## src/rtl/npc_pkg.sv

```systemverilog
package npc_pkg;

	localparam logic [2:0] OP_LOAD_OFFSET = 3'd0;
	localparam logic [2:0] OP_LOAD_EDGE   = 3'd1;
	localparam logic [2:0] OP_BUILD_FIRST = 3'd2;
	localparam logic [2:0] OP_BUILD_NEXT  = 3'd3;
	localparam logic [2:0] OP_READ        = 3'd4;

	localparam int CNT_W = 48;
	localparam logic [CNT_W-1:0] CNT_MAX = {CNT_W{1'b1}};

	typedef struct packed {
		logic [2:0] op;
		logic [8:0] slot;
		logic [9:0] offset_value;
		logic [5:0] pred_node;
		logic [15:0] edge_weight;
		logic [5:0] start_node;
	} item_t;

	// controller to datapath
	typedef struct packed {
		logic clear_sat;
		logic set_sat;
	} npc_cmd_t;

endpackage

```

## src/rtl/npc_ctrl.sv

```systemverilog
// sequencer for loads, reads and the two build sweeps
module npc_ctrl
	import npc_pkg::*;
#(
	parameter int MAX_NODES = 64,
	parameter int MAX_EDGES = 512,
	localparam int NW = $clog2(MAX_NODES + 1),
	localparam int EW = $clog2(MAX_EDGES),
	localparam int RW = $clog2(MAX_NODES),
	localparam int OW = $clog2(MAX_EDGES + 1)
) (
	input  logic              clk,
	input  logic              arst_n,
	input  logic [6:0]        node_count,
	input  logic              in_valid,
	output logic              in_ready,
	input  item_t             item,
	output logic              out_valid,
	input  logic              out_ready,
	output logic [CNT_W-1:0]  out_count,
	input  logic              sat,
	output logic              off_we,
	output logic [NW-1:0]     off_waddr,
	output logic [OW-1:0]     off_wdata,
	output logic [NW-1:0]     off_raddr,
	input  logic [OW-1:0]     off_rdata,
	output logic              edge_we,
	output logic [EW-1:0]     edge_waddr,
	output logic [5:0]        edge_wpred,
	output logic [15:0]       edge_wweight,
	output logic [EW-1:0]     edge_raddr,
	input  logic [5:0]        edge_rpred,
	input  logic [15:0]       edge_rweight,
	output logic              cnt_we_a,
	output logic              cnt_we_b,
	output logic [RW+EW-1:0]  cnt_waddr,
	output logic [CNT_W-1:0]  cnt_wdata,
	output logic [RW+EW-1:0]  cnt_raddr,
	output logic              cnt_rsel,
	input  logic [CNT_W-1:0]  cnt_rdata,
	output logic              acc_clear,
	output logic              acc_add,
	input  logic [CNT_W-1:0]  acc,
	output logic              mul_go,
	output logic [15:0]       mul_weight,
	input  logic [CNT_W-1:0]  prod,
	output npc_cmd_t          cmd
);

	localparam logic [4:0] S_IDLE  = 5'd0;
	localparam logic [4:0] S_RDW   = 5'd1;  // read count latency
	localparam logic [4:0] S_OUT   = 5'd3;
	localparam logic [4:0] S_CLR   = 5'd4;  // zero a bank
	localparam logic [4:0] S_TOT0  = 5'd5;  // fetch edge total
	localparam logic [4:0] S_TOT1  = 5'd6;
	localparam logic [4:0] S_F0    = 5'd7;  // first: read edge
	localparam logic [4:0] S_F1    = 5'd8;
	localparam logic [4:0] S_J0    = 5'd9;  // next: lo of node j
	localparam logic [4:0] S_J1    = 5'd10;
	localparam logic [4:0] S_J2    = 5'd11;
	localparam logic [4:0] S_E0    = 5'd12; // edge e pred/weight
	localparam logic [4:0] S_E1    = 5'd13;
	localparam logic [4:0] S_P0    = 5'd14; // offsets of predecessor
	localparam logic [4:0] S_P1    = 5'd15;
	localparam logic [4:0] S_P2    = 5'd16;
	localparam logic [4:0] S_Q0    = 5'd17; // walk incoming edges q
	localparam logic [4:0] S_Q1    = 5'd18;
	localparam logic [4:0] S_Q2    = 5'd19;
	localparam logic [4:0] S_MUL   = 5'd20;
	localparam logic [4:0] S_WR    = 5'd21;

	localparam int CD = MAX_NODES * MAX_EDGES;
	localparam int CW = $clog2(CD + 1);

	logic [4:0] state_q;
	logic [2:0] op_q;
	logic bank_q, active_q;
	logic [CNT_W-1:0] out_q;
	logic [CW-1:0] clr_q;
	logic [NW-1:0] n_q, i_q, j_q;
	logic [OW-1:0] s_q, hi_q, phi_q, e_q, q_q;
	logic [5:0] epred_q;
	logic [15:0] ewt_q;
	logic [NW-1:0] n_eff;
	logic [OW-1:0] off_cl;

	assign n_eff = (int'(node_count) > MAX_NODES) ? NW'(MAX_NODES) : NW'(node_count);
	assign off_cl = (off_rdata > s_q) ? s_q : off_rdata;

	assign in_ready = (state_q == S_IDLE);
	assign out_valid = (state_q == S_OUT);
	assign out_count = out_q;
	assign mul_weight = ewt_q;

	always_comb begin
		off_we = 1'b0; off_waddr = item.slot[NW-1:0]; off_wdata = item.offset_value[OW-1:0];
		off_raddr = n_q;
		edge_we = 1'b0; edge_waddr = item.slot[EW-1:0];
		edge_wpred = item.pred_node; edge_wweight = item.edge_weight;
		edge_raddr = e_q[EW-1:0];
		cnt_we_a = 1'b0; cnt_we_b = 1'b0; cnt_waddr = '0; cnt_wdata = '0;
		cnt_raddr = {i_q[RW-1:0], q_q[EW-1:0]};
		cnt_rsel = active_q;
		acc_clear = 1'b0; acc_add = 1'b0; mul_go = 1'b0;
		cmd = '0;
		unique case (state_q)
			S_IDLE: begin
				cnt_raddr = {item.start_node[RW-1:0], item.slot[EW-1:0]};
				if (in_valid) begin
					off_we = (item.op == OP_LOAD_OFFSET) && (int'(item.slot) <= MAX_NODES);
					edge_we = (item.op == OP_LOAD_EDGE) && (int'(item.slot) < MAX_EDGES);
					cmd.clear_sat = (item.op == OP_BUILD_FIRST);
				end
			end
			S_CLR: begin
				cnt_waddr = clr_q[RW+EW-1:0];
				cnt_we_a = !bank_q; cnt_we_b = bank_q;
			end
			S_TOT0: off_raddr = n_q;
			S_F1: begin
				cnt_waddr = {edge_rpred[RW-1:0], e_q[EW-1:0]};
				cnt_wdata = CNT_W'(edge_rweight) << 8;
				if (e_q < s_q && NW'(edge_rpred) < n_q) begin
					cnt_we_a = !bank_q; cnt_we_b = bank_q;
				end
			end
			S_J0: off_raddr = j_q;
			S_J1: off_raddr = j_q + 1'b1;
			S_E0: acc_clear = 1'b1;
			S_P0: off_raddr = NW'(epred_q);
			S_P1: off_raddr = NW'(epred_q) + 1'b1;
			// hold the edge address so the predecessor of q is still there for the add
			S_Q0, S_Q1: edge_raddr = q_q[EW-1:0];
			S_Q2: acc_add = (NW'(edge_rpred) != j_q);
			S_MUL: mul_go = 1'b1;
			S_WR: begin
				cnt_waddr = {i_q[RW-1:0], e_q[EW-1:0]};
				cnt_wdata = prod;
				cnt_we_a = !bank_q; cnt_we_b = bank_q;
			end
			default: ;
		endcase
	end

	always_ff @(posedge clk or negedge arst_n) begin
		if (!arst_n) begin
			state_q <= S_IDLE;
			active_q <= 1'b0;
			op_q <= OP_LOAD_OFFSET;
			bank_q <= 1'b0;
			clr_q <= '0;
			out_q <= '0;
			n_q <= '0; i_q <= '0; j_q <= '0;
			s_q <= '0; hi_q <= '0; phi_q <= '0; e_q <= '0; q_q <= '0;
			epred_q <= '0; ewt_q <= '0;
		end else begin
			unique case (state_q)
				S_IDLE: if (in_valid) begin
					op_q <= item.op;
					out_q <= '0;
					n_q <= n_eff;
					clr_q <= '0;
					s_q <= OW'(MAX_EDGES);
					if (item.op == OP_READ) begin
						state_q <= (int'(item.start_node) < MAX_NODES &&
							int'(item.slot) < MAX_EDGES) ? S_RDW : S_OUT;
					end else if (item.op == OP_BUILD_FIRST) begin
						bank_q <= active_q; state_q <= S_CLR;
					end else if (item.op == OP_BUILD_NEXT) begin
						bank_q <= !active_q; state_q <= S_CLR;
					end else begin
						state_q <= S_OUT;
					end
				end
				S_RDW: begin out_q <= cnt_rdata; state_q <= S_OUT; end
				S_OUT: if (out_ready) state_q <= S_IDLE;
				S_CLR: begin
					clr_q <= clr_q + 1'b1;
					if (clr_q == CW'(CD - 1)) state_q <= S_TOT0;
				end
				S_TOT0: state_q <= S_TOT1;
				S_TOT1: begin
					s_q <= off_cl; e_q <= '0; i_q <= '0; j_q <= '0;
					if (op_q == OP_BUILD_FIRST) state_q <= S_F0;
					else if (n_q == '0) begin
						// no rows to walk, the cleared bank still becomes active
						active_q <= bank_q; state_q <= S_OUT;
					end else state_q <= S_J0;
				end
				S_F0: state_q <= (e_q < s_q) ? S_F1 : S_OUT;
				S_F1: begin e_q <= e_q + 1'b1; state_q <= S_F0; end
				S_J0: state_q <= S_J1;
				S_J1: begin e_q <= off_cl; state_q <= S_J2; end
				S_J2: begin hi_q <= off_cl; state_q <= S_E0; end
				S_E0: begin
					if (e_q < hi_q) state_q <= S_E1;
					else if (j_q + 1'b1 < n_q) begin j_q <= j_q + 1'b1; state_q <= S_J0; end
					else if (i_q + 1'b1 < n_q) begin
						i_q <= i_q + 1'b1; j_q <= '0; state_q <= S_J0;
					end else begin
						active_q <= bank_q; state_q <= S_OUT;
					end
				end
				S_E1: begin
					epred_q <= edge_rpred; ewt_q <= edge_rweight;
					// diagonal entries and far predecessors give zero
					if (i_q == j_q || NW'(edge_rpred) >= n_q) state_q <= S_MUL;
					else state_q <= S_P0;
				end
				S_P0: state_q <= S_P1;
				S_P1: begin q_q <= off_cl; state_q <= S_P2; end
				S_P2: begin phi_q <= off_cl; state_q <= S_Q0; end
				S_Q0: state_q <= (q_q < phi_q) ? S_Q1 : S_MUL;
				S_Q1: state_q <= S_Q2;
				S_Q2: begin q_q <= q_q + 1'b1; state_q <= S_Q0; end
				S_MUL: state_q <= S_WR;
				S_WR: begin e_q <= e_q + 1'b1; state_q <= S_E0; end
				default: state_q <= S_IDLE;
			endcase
		end
	end

	logic unused;
	assign unused = ^{sat, acc};

	a_out_idle: assert property (@(posedge clk) disable iff (!arst_n)
		!(in_ready && out_valid)) else $error("input and output both open");
	a_swap: assert property (@(posedge clk) disable iff (!arst_n)
		(state_q == S_IDLE) |=> (active_q == $past(active_q)) || $past(state_q != S_IDLE))
		else $error("bank swapped while idle");
	a_out_hold: assert property (@(posedge clk) disable iff (!arst_n)
		(out_valid && !out_ready) |=> out_valid && $stable(out_q))
		else $error("result dropped");

endmodule

```

## config.mk

```make
export PLATFORM = sky130hd
export DESIGN_NAME = npc_ctrl
export DESIGN_NICKNAME = d
export VERILOG_FILES = /design/src/rtl/npc_pkg.sv /design/src/rtl/npc_ctrl.sv
export SDC_FILE = /design/constraint.sdc
export NUM_CORES = 1
export LEC_CHECK = 0
export BUFFER_PORTS_ARGS = -buffer_cell sky130_fd_sc_hd__buf_2
export CORE_MARGIN = 10
export CORE_UTILIZATION = 40
export CTS_CLUSTER_SIZE = 14
export DETAILED_ROUTE_END_ITERATION = 7
export PLACE_DENSITY = 0.71
export SLEW_MARGIN = 20
export SYNTH_ARGS = -nofsm -noshare
export SYNTH_HDL_FRONTEND = slang
export SYNTH_SLANG_ARGS = --single-unit
```

## constraint.sdc

```tcl
create_clock -name clk -period 2.7 [get_ports clk]
set_input_delay 0.405 -clock clk [delete_from_list [all_inputs] [get_ports clk]]
set_output_delay 0.405 -clock clk [all_outputs]
set_load 0.03 [all_outputs]
```

## Yosys cells after proc, flatten, opt, wreduce, memory -nomap -nowiden

Cells that the tools add are included.

| storage, ports and cells | value |
|---|---|
| bits in registers | 167 |
| input bits | 238 |
| output and inout bits | 218 |
| word-level logic and storage cells | 159 |

| operators by class | value |
|---|---|
| add/sub/neg operators | 6 |
| order comparisons | 10 |
| equal/unequal tests | 38 |
| muxes and demuxes | 59 |
| bitwise logic cells | 1 |
| reductions and logical operators | 29 |

Operators by type and width:

| kind | number |
|---|---|
| $pmux 48 s2 | 2 |
| $pmux 5 s19 | 1 |
| $mux 7 | 7 |
| $mux 48 | 1 |
| $pmux 15 s3 | 1 |
| $eq 5x4->1 const B | 8 |
| $pmux 10 s2 | 2 |
| $pmux 16 s2 | 1 |
| $eq 5x5->1 const B | 6 |
| $lt 10x10->1 | 3 |
| $pmux 10 s3 | 1 |
| $pmux 7 s2 | 2 |
| $pmux 7 s4 | 1 |
| $mux 4 | 6 |
| $add 10x1->10 const B | 2 |
| $eq 5x3->1 const B | 4 |
| $mux 10 | 2 |
| $mux 5 | 4 |
| $mux 1 | 18 |
| $add 16x1->16 const B | 1 |
| $eq 16x15->1 const B | 1 |
| $mux 16 | 1 |
| $ne 2x2->1 const B | 8 |
| $mux 15 | 1 |
| other kinds (34) | 59 |

## Longest topological paths before layout

Gate-level depths: netlist of run 1.

| logic depth | value |
|---|---|
| depth in word-level cells | 6 |
| mapped depth | 13 |
| depth with buffers taken out | 11 |

## Least setup slack after synthesis of run 1

No wires, ideal clock.

| path | value |
|---|---|
| path kind | register to output |
| start point | reg state_q[1] |
| end point | out off_we |
| data arrival time | 2462 ps |
| required time | 2295 ps |
| slack | -167 ps |
| cell stages (with the launch flop) | 7 |
| path buffers | 2 |
| path through | dfrtp_1 > buf_2 > or3_1 > nor3_2 > nand2_1 > buf_2 > nor4_1 |

| on the way | value |
|---|---|
| word-level cells in the longest chain between the ends | 2 |

RTL lines:

| what | RTL line | RTL |
|---|---|---|
| from (decl) | npc_ctrl.sv:75 | `logic [4:0] state_q;` |
| from (signal assigned) | npc_ctrl.sv:165 | `state_q <= (int'(item.start_node) < MAX_NODES &&` |
| from (signal assigned) | npc_ctrl.sv:190 | `S_F0: state_q <= (e_q < s_q) ? S_F1 : S_OUT;` |
| $logic_not 5->1 | npc_ctrl.sv:106 | `unique case (state_q)` |
| $mux 1 | npc_ctrl.sv:106 |  |
| to (decl) | npc_ctrl.sv:22 | `output logic off_we,` |

Every way passes these cells.

## Worst setup path in the final report of run 1

| path | value |
|---|---|
| start point | reg state_q[1] |
| end point | out cnt_raddr[6] |

| on the way | value |
|---|---|
| word-level cells in the longest chain between the ends | 2 |

RTL lines:

| what | RTL line | RTL |
|---|---|---|
| $logic_not 5->1 | npc_ctrl.sv:106 |  |
| $mux 15 | npc_ctrl.sv:106 |  |
| to (decl) | npc_ctrl.sv:38 | `output logic [RW+EW-1:0] cnt_raddr,` |

Every way passes these cells.

==> summary.log, run 1 <==
INFO  final_layout   final_layout_size_suffix_gt1_share=37.5%
INFO  final_layout   num-nets-final=1891
INFO  timing         timing.final.crit_period=2.70ns
INFO  clock_network  cts_tree=built
INFO  critical_path  arrival=2.29ns
INFO  floorplan      i_o_pin_total=456
INFO  floorplan      initial_utilization=41.0%
INFO  synth          muxShareOfSynthArea=5.99%
INFO  critical_path  worst_setup_path_end_kind=output port
INFO  final_layout   ff_latch_area=4200µm²
INFO  critical_path  ff2ff_setup_slack=0.08ns
INFO  detailed_routing route.met2.wl=18500µm
INFO  timing         finClkSkew=0.0170ns
INFO  timing         maxClockFrequency=0.371GHz
INFO  critical_path  reg2reg_from=i_q[0]$_DFFE_PN0P_
INFO  floorplan      die_ar=33800µm²
INFO  synth          commonest_register_cell_after_synthesis=dfrtp_1
INFO  global_routing grt_usage=22.1%
INFO  synth          synth_compound_area_share=15.7%
INFO  clock_network  clk_pin_slew=0.08ns
INFO  pwr            internal_power=7.67mW
INFO  synth          syn_nets=1527
INFO  clock_network  tritoncts_num_sinks=167
INFO  critical_path  maximum_net_fanout_on_the_critical_path=10
INFO  min_path       timing.hold.worst.start=cnt_rdata[33]
INFO  detailed_routing drtPass1Iterations=6
INFO  synth          synth_adder_area_share=7.11%
INFO  synth          syn_avg_cell_area=8.74µm²
INFO  pwr            power.switching=6.90mW
INFO  clock_network  htreeDepth=4
INFO  timing         worstMarginPinSlew=0.589ns
INFO  synth          post_synth_and_or_nand_nor_area_fraction=21.1%
INFO  timing         final_critical_path_setup_slack=0.00348ns
INFO  floorplan      die-width=184µm
INFO  placement      place_congestion=0.933
INFO  final_layout   postLayoutCoreUtil=54.3%
INFO  pwr            combinationalPowerShare=55.8%
INFO  detailed_routing total_vias_in_the_final_route=10715
INFO  detailed_routing detail_route.drc_violations=0
INFO  timing         timing.max_slew.rel_slack=60.6%
INFO  timing         finalHoldViolCount=0
INFO  detailed_routing wl_met3=3920µm
INFO  pwr            p_clk_share=17.1%
INFO  timing         final_max_slew_viol_count=0
INFO  synth          synth_top_family_by_area=simple AND/OR/NAND/NOR gates
INFO  pwr            power.density=1020nW/µm²
INFO  timing         hold_slack=0.148ns
INFO  global_routing globalRouteOverflowTotal=0
INFO  detailed_routing wl_met1=16500µm
INFO  pwr            irDropWorstVdd=0.000573V
INFO  detailed_routing detailedRoute.firstIterationViolations=1128
INFO  global_routing antenna_violations_before_repair=2
INFO  synth          yosys_warnings=0
INFO  min_path       whs_endpoint=out_count[33]$_DFFE_PN0P_
INFO  critical_path  ff_to_ff_end=i_q[0]$_DFFE_PN0P_
INFO  placement      dp_hpwl=30000µm
INFO  detailed_routing drt_wl_total=39600µm
INFO  clock_network  worst_skew_pair.late_latency=0.44ns
INFO  final_layout   area_delta_synth_final=32.6%
INFO  detailed_routing wl_per_cell=20.4µm
INFO  synth          ys_async_sr_fraction=100%
INFO  synth          synthesis.instances=1228
INFO  critical_path  worst_r2r_path_depth=10
INFO  final_layout   multi_input_area=5950µm²
INFO  critical_path  worst-endpoint-required=2.30ns
INFO  detailed_routing viasPerCell=5.52
INFO  pwr            seqPwrFrac=27.1%
INFO  floorplan      placeableCoreArea=26200µm²
INFO  synth          count_of_distinct_cell_types_in_the_synthesized_netlist=66
INFO  critical_path  worstSetupPathType=reg -> out
INFO  final_layout   n_fill_cell=2366
INFO  detailed_routing postRouteAntennaNets=0
INFO  synth          postSynthRegisterBits=167
INFO  floorplan      die-height=184µm
INFO  timing         unrepaired_setup_endpoints_after_global_routing=yes
INFO  timing         period_share=99.9%
INFO  floorplan      floorplan.rows=59
INFO  global_routing number_of_global_route_vias_before_repair=10490
INFO  outcome        run_status=finished clean
INFO  placement      buffer_ports.inserted=341
INFO  placement      place_ws=-0.137ns
INFO  min_path       hp-class=in -> reg
INFO  flow_run       drv_cap=0
INFO  placement      placed_area=12900µm²
INFO  min_path       timing.hold.worst_path_depth=3
INFO  synth          synth_area=10700µm²
INFO  global_routing maximum_number_of_pins_on_one_net_before_global_route_repair=57
INFO  timing         setup-violations-final=0
INFO  clock_network  numCtsBuffers=17
INFO  clock_network  cts_root_buffer=clkbuf_16
INFO  synth          synth_edf_count=0
INFO  clock_network  clock_tree.buffer_depth=2
INFO  synth          synthXorXnorAreaFrac=2.61%
INFO  synth          yosysSeqAreaShare=38.9%
INFO  pwr            power.leakage=7.36nW
INFO  detailed_routing highest_layer=met4
INFO  global_routing grt_pass1_wl=59300µm
INFO  pwr            p_sw_share=47.3%
INFO  critical_path  cp-start-kind=register
INFO  final_layout   design_area=14200µm²
## final cells by class
cell class	count	share of cell area, %
diodes	2	0.0351
clock inverters	14	1.12
repair buffers	465	20.1
well taps	335	2.94
multi-input cells	883	41.8
clock buffers	18	3.01
inverters	58	1.55
flip-flops and latches	167	29.5
## worst max path at each step
stage	start	to	slack, ns	cells after the start
2_1_floorplan	j_q[0]$_DFFE_PN0P_	cnt_rsel$_DFFE_PN0P_	0.05	11
3_3_place_gp	j_q[0]$_DFFE_PN0P_	i_q[5]$_DFFE_PN0P_	-0.06	11
3_5_place_dp	j_q[0]$_DFFE_PN0P_	i_q[3]$_DFFE_PN0P_	-0.14	11
4_1_cts	state_q[3]$_DFFE_PN0P_	cnt_wdata[44]	-0.02	6
5_1_grt	s_q[7]$_DFFE_PN0P_	cnt_we_b	-0.1	10
6_report	state_q[1]$_DFFE_PN0P_	cnt_raddr[6]	0.003	5
## cell usage after synthesis, drive strengths merged, types with 14 or more instances
| cell | instances | area share [%] |
|---|---|---|
| clkbuf | 40 | 1.4 |
| mux2 | 42 | 4.4 |
| o21ai | 85 | 4.0 |
| inv | 58 | 2.0 |
| xor2 | 15 | 1.2 |
| and3 | 15 | 0.87 |
| and2 | 33 | 1.9 |
| nor2 | 58 | 2.1 |
| nand4 | 16 | 0.99 |
| nand3 | 90 | 4.2 |
| nor3 | 18 | 0.99 |
| nand2 | 189 | 6.6 |
| ha | 61 | 7.1 |
| a22o | 31 | 2.5 |
| mux2i | 17 | 1.6 |
| xnor2 | 17 | 1.4 |
| dfrtp | 167 | 39 |
| buf | 82 | 5.2 |
| a21oi | 42 | 2.0 |
| o221ai | 14 | 1.1 |
## registers in the layout, indices dropped and copies added (netlist names), 3 cells and up
name,flops
epred_q,6
state_q,5
out_count,48
j_q,7
phi_q,10
op_q,3
e_q,10
s_q,10
i_q,7
hi_q,10
n_q,7
mul_weight,16
q_q,10
clr_q,16
## power by group through the flow
stage	clock (mW)	sequential, mW	combinational (mW)
floorplan	0	4.50	4.36
global placement	0	3.95	7.22
detailed placement	0	3.98	7.36
CTS	2.54	3.94	7.72
global route	2.65	4.06	8.80
finish	2.49	3.95	8.13
## per-layer routing
layer | up-vias | GRT usage, %
li1 | 5028 | -
met1 | 5127 | 28.3
met2 | 518 | 34.7
met3 | 42 | 7.37
met4 | 0 | 6.62
met5 | - | 0
## layout by cell type, fill, tap and decap left out, drive strengths merged, types with 8 or more instances in the layout
master    n
nand4    16
nand2b   11
and2     33
a22o     31
xnor2    17
nor2b     8
nand3    90
nand2   189
dfrtp   167
nor3     18
o21ai    85
o221ai   14
a21o     11
clkbuf   25
mux2     42
ha       61
buf     457
a31oi    11
o31ai    10
and3     15
xor2     15
nor2     58
mux2i    17
nand3b    9
inv      66
a21oi    43
## logic make-up (layout without fill, tap and decap cells)
logic type,after synthesis,in the layout
AO/OA/AOI/OAI,255,256
XOR/XNOR,32,32
adder cells (fa/ha/maj),61,61
buffers and inverters,180,555
flip-flops,167,167
multiplexers,59,59
other,1,3
AND/OR/NAND/NOR,473,474
## worst max-delay path, stage by stage (launching register included)
cell	delay, ns
dfrtp_2	0.46
or3_4	0.38
nor3_4	0.27
buf_6	0.22
mux2_2	0.35
buf_2	0.18
## metrics by stage
stage / std cells / power (mW) / TNS, ns
after floorplan: 1228 / 8.85 / 0
after global placement: 1869 / 11.2 / -0.408
after detailed placement: 1869 / 11.3 / -1.16
after CTS: 1917 / 14.2 / -0.235
after global routing: 1940 / 15.5 / -1.12
final: 1942 / 14.6 / 0
## timing repair
action | CTS | global route
buffers inserted | 12 | 23
setup endpoints to repair | 103 | 99
pin swaps | 8 | 27
hold buffers | 1 | 0
gates cloned | 3 | 2
endpoints found under the hold margin | 51 | 0
resized for setup | 36 | 78
Note: power is estimated with default switching activity, not from simulation.
==> inputs of run 2 (changes only) <==
Settings changed: CAP_MARGIN set to 5, PLACE_DENSITY 0.71 to 0.68, RECOVER_POWER set to 25.
Clock period 2.7 ns to 3 ns, I/O delays scaled along.
==> run 2 against run 1 <==
Largest cell class unchanged. Largest power group unchanged. Critical path depth increased by 2. First-iteration DRC count decreased by 12%. Final cell count down 3.5%. Highest routed layer is now met5. Clock power shrank 7%. Critical endpoint is now off_raddr[5]. Non-clock buffer count down 65. Combinational power is 19% lower. Clock skew increased by 0.0014 ns.
==> summary.log, run 2 (same netlist as run 1, synthesis figures left out) <==
INFO  final_layout   area_delta_synth_final=24.1%
INFO  outcome        run_status=finished clean
INFO  critical_path  cp_top_family=simple AND/OR/NAND/NOR gates
INFO  floorplan      die-height=184µm
INFO  final_layout   final_layout_size_suffix_gt1_share=31.7%
INFO  final_layout   largest_register_ffs=48
INFO  final_layout   finalNonFillerCells=1874
INFO  critical_path  arrival=2.46ns
INFO  critical_path  worst_setup_path_end_kind=output port
INFO  floorplan      i_o_pin_total=456
INFO  detailed_routing postRouteAntennaNets=0
INFO  clock_network  numCtsBuffers=17
INFO  detailed_routing detail_route.drc_violations=0
INFO  timing         worstMarginPinSlew=1.42ns
INFO  detailed_routing wl_per_cell=20.5µm
INFO  timing         timing.max_slew.rel_slack=5.62%
INFO  placement      dpl.cell_count=1836
INFO  timing         final_critical_path_setup_slack=0.0865ns
INFO  timing         maxClockFrequency=0.343GHz
INFO  critical_path  critical_path.slowest_cell=or3_1
INFO  critical_path  ff2ff_setup_slack=0.11ns
INFO  detailed_routing drt_wl_total=38400µm
INFO  final_layout   antenna_cells_inserted=0
INFO  clock_network  cts_root_buffer=clkbuf_16
INFO  final_layout   commonest_non_fill_non_tap_cell_in_the_layout=buf_2
INFO  flow_run       drv_cap=0
INFO  global_routing globalRouteOverflowTotal=0
INFO  detailed_routing total_vias_in_the_final_route=10433
INFO  critical_path  crit_path_cell_trace=buf_4, nand2b_2, or3_1, o22ai_1, nor3_1, a21oi_1, buf_2
INFO  clock_network  htreeDepth=4
INFO  critical_path  cp_slowest_stage_delay=0.44ns
INFO  timing         period_share=97.1%
INFO  critical_path  maximum_net_fanout_on_the_critical_path=23
INFO  timing         finalHoldViolCount=0
INFO  final_layout   num-nets-final=1825
INFO  detailed_routing viasPerCell=5.57
INFO  global_routing grt_pass1_wl=57500µm
INFO  min_path       hp-class=in -> reg
INFO  critical_path  worst-endpoint-required=2.55ns
INFO  clock_network  cts_tree=built
INFO  floorplan      floorplan.rows=59
INFO  placement      place_ws=0.114ns
INFO  timing         finClkSkew=0.0184ns
INFO  timing         timing.final.crit_period=2.91ns
INFO  placement      place_congestion=0.928
INFO  clock_network  clk_pin_slew=0.08ns
INFO  global_routing maximum_number_of_pins_on_one_net_before_global_route_repair=60
INFO  floorplan      placeableCoreArea=26200µm²
INFO  floorplan      die-width=184µm
INFO  timing         summed_negative_setup_slack_over_all_endpoints=0ns
INFO  clock_network  worst_skew_pair.late_latency=0.43ns
INFO  clock_network  clock_tree.buffer_depth=2
INFO  critical_path  worstSetupPathType=reg -> out
INFO  detailed_routing detailedRoute.firstIterationViolations=996
INFO  timing         setup-violations-final=0
INFO  final_layout   postLayoutCoreUtil=50.9%
INFO  placement      buffer_ports.inserted=341
INFO  critical_path  reg2reg_from=j_q[0]$_DFFE_PN0P_
INFO  final_layout   layout_common_cells=buf_2, nand2_1, dfrtp_1
INFO  floorplan      die_ar=33800µm²
INFO  global_routing grt_usage=21.4%
INFO  timing         final_max_slew_viol_count=0
INFO  clock_network  tritoncts_num_sinks=167
INFO  placement      dp_hpwl=29600µm
INFO  global_routing antenna_violations_before_repair=2
INFO  pwr            irDropWorstVdd=0.000440V
INFO  critical_path  cp_num_buf_inv=2
INFO  detailed_routing drtPass1Iterations=8
INFO  min_path       timing.hold.worst.start=cnt_rdata[4]
INFO  floorplan      initial_utilization=41.0%
INFO  pwr            power.density=935nW/µm²
INFO  global_routing number_of_global_route_vias_before_repair=10255
INFO  critical_path  cp-start-kind=register
INFO  critical_path  timing.critical_path.from=state_q[4]$_DFFE_PN0P_
INFO  timing         unrepaired_setup_endpoints_after_global_routing=yes
INFO  pwr            power.leakage=6.92nW
run 2: changes by cell type in the layout (fill, tap and decap cells not counted), moves of 6 or more:
cell      change
clkbuf_1     +15
ha_1          +6
dfrtp_1       +7
buf_6         -9
dfrtp_2       -7
buf_4        -64
ha_4          -6
run 2: per-stage QoR:
stage / cell area (µm²) / total power [mW] / hold slack (ns)
5_1_grt: 13300 / 13.3 / 0.196
4_1_cts: 13300 / 12.4 / 0.185
3_3_place_gp: 12600 / 9.92 / 0.441
3_5_place_dp: 12600 / 10.1 / 0.443
6_report: 13300 / 12.5 / 0.203
2_1_floorplan: 10700 / 7.97 / 0.154
run 2: timing repair:
item / in CTS / in global routing
resized for setup: 7 / 17
hold buffers: 1 / 0
hold endpoints to repair: 12 / 0
gates cloned: 0 / 1
buffers inserted: 0 / 4
setup endpoints to repair: 5 / 66
pin swaps: 0 / 2
run 2: layer usage:
metal | GRT usage [%] | vias to the layer above | part of all wire (%)
met5 | 0 | - | 0.055
met3 | 8.14 | 73 | 11
li1 | - | 4893 | -
met4 | 5.74 | 4 | 2.0
met2 | 33.5 | 488 | 46
met1 | 27.1 | 4975 | 41
run 2: final timing paths:
| kind | end | cells after the start |
|---|---|---|
| max reg2reg | cnt_rsel$_DFFE_PN0P_ | 11 |
| max | off_raddr[5] | 7 |
| min reg2reg | phi_q[4]$_DFFE_PN0N_ | 2 |
| min | out_count[4]$_DFFE_PN0P_ | 3 |
| min in group asynchronous | out_count[32]$_DFFE_PN0P_ | 2 |
| max in group asynchronous | mul_weight[9]$_DFFE_PN0N_ | 3 |
run 2: where the power goes:
| part | switching (mW) | internal, mW | total, mW |
|---|---|---|---|
| clock network | 1.05 | 1.27 | 2.31 |
| logic | 4.31 | 2.26 | 6.58 |
| registers | 0.623 | 2.95 | 3.58 |
| total | 5.98 | 6.49 | 12.5 |
run 2: area by class of cell:
class                           count  area [µm²]
Fill cell                        2482       12900
Multi-Input combinational cell    882        5710
Sequential cell                   167        4190
Timing Repair Buffer              400        2190
Clock buffer                       17         425
Tap cell                          335         419
Inverter                           58         218
Clock inverter                     15         178
run 2: tightest hold or removal path, delay by kind of cell:
family | cells | cell delay, ns
and+or+nand+nor | 2 | 0.08
buffers and inverters | 1 | 0.07
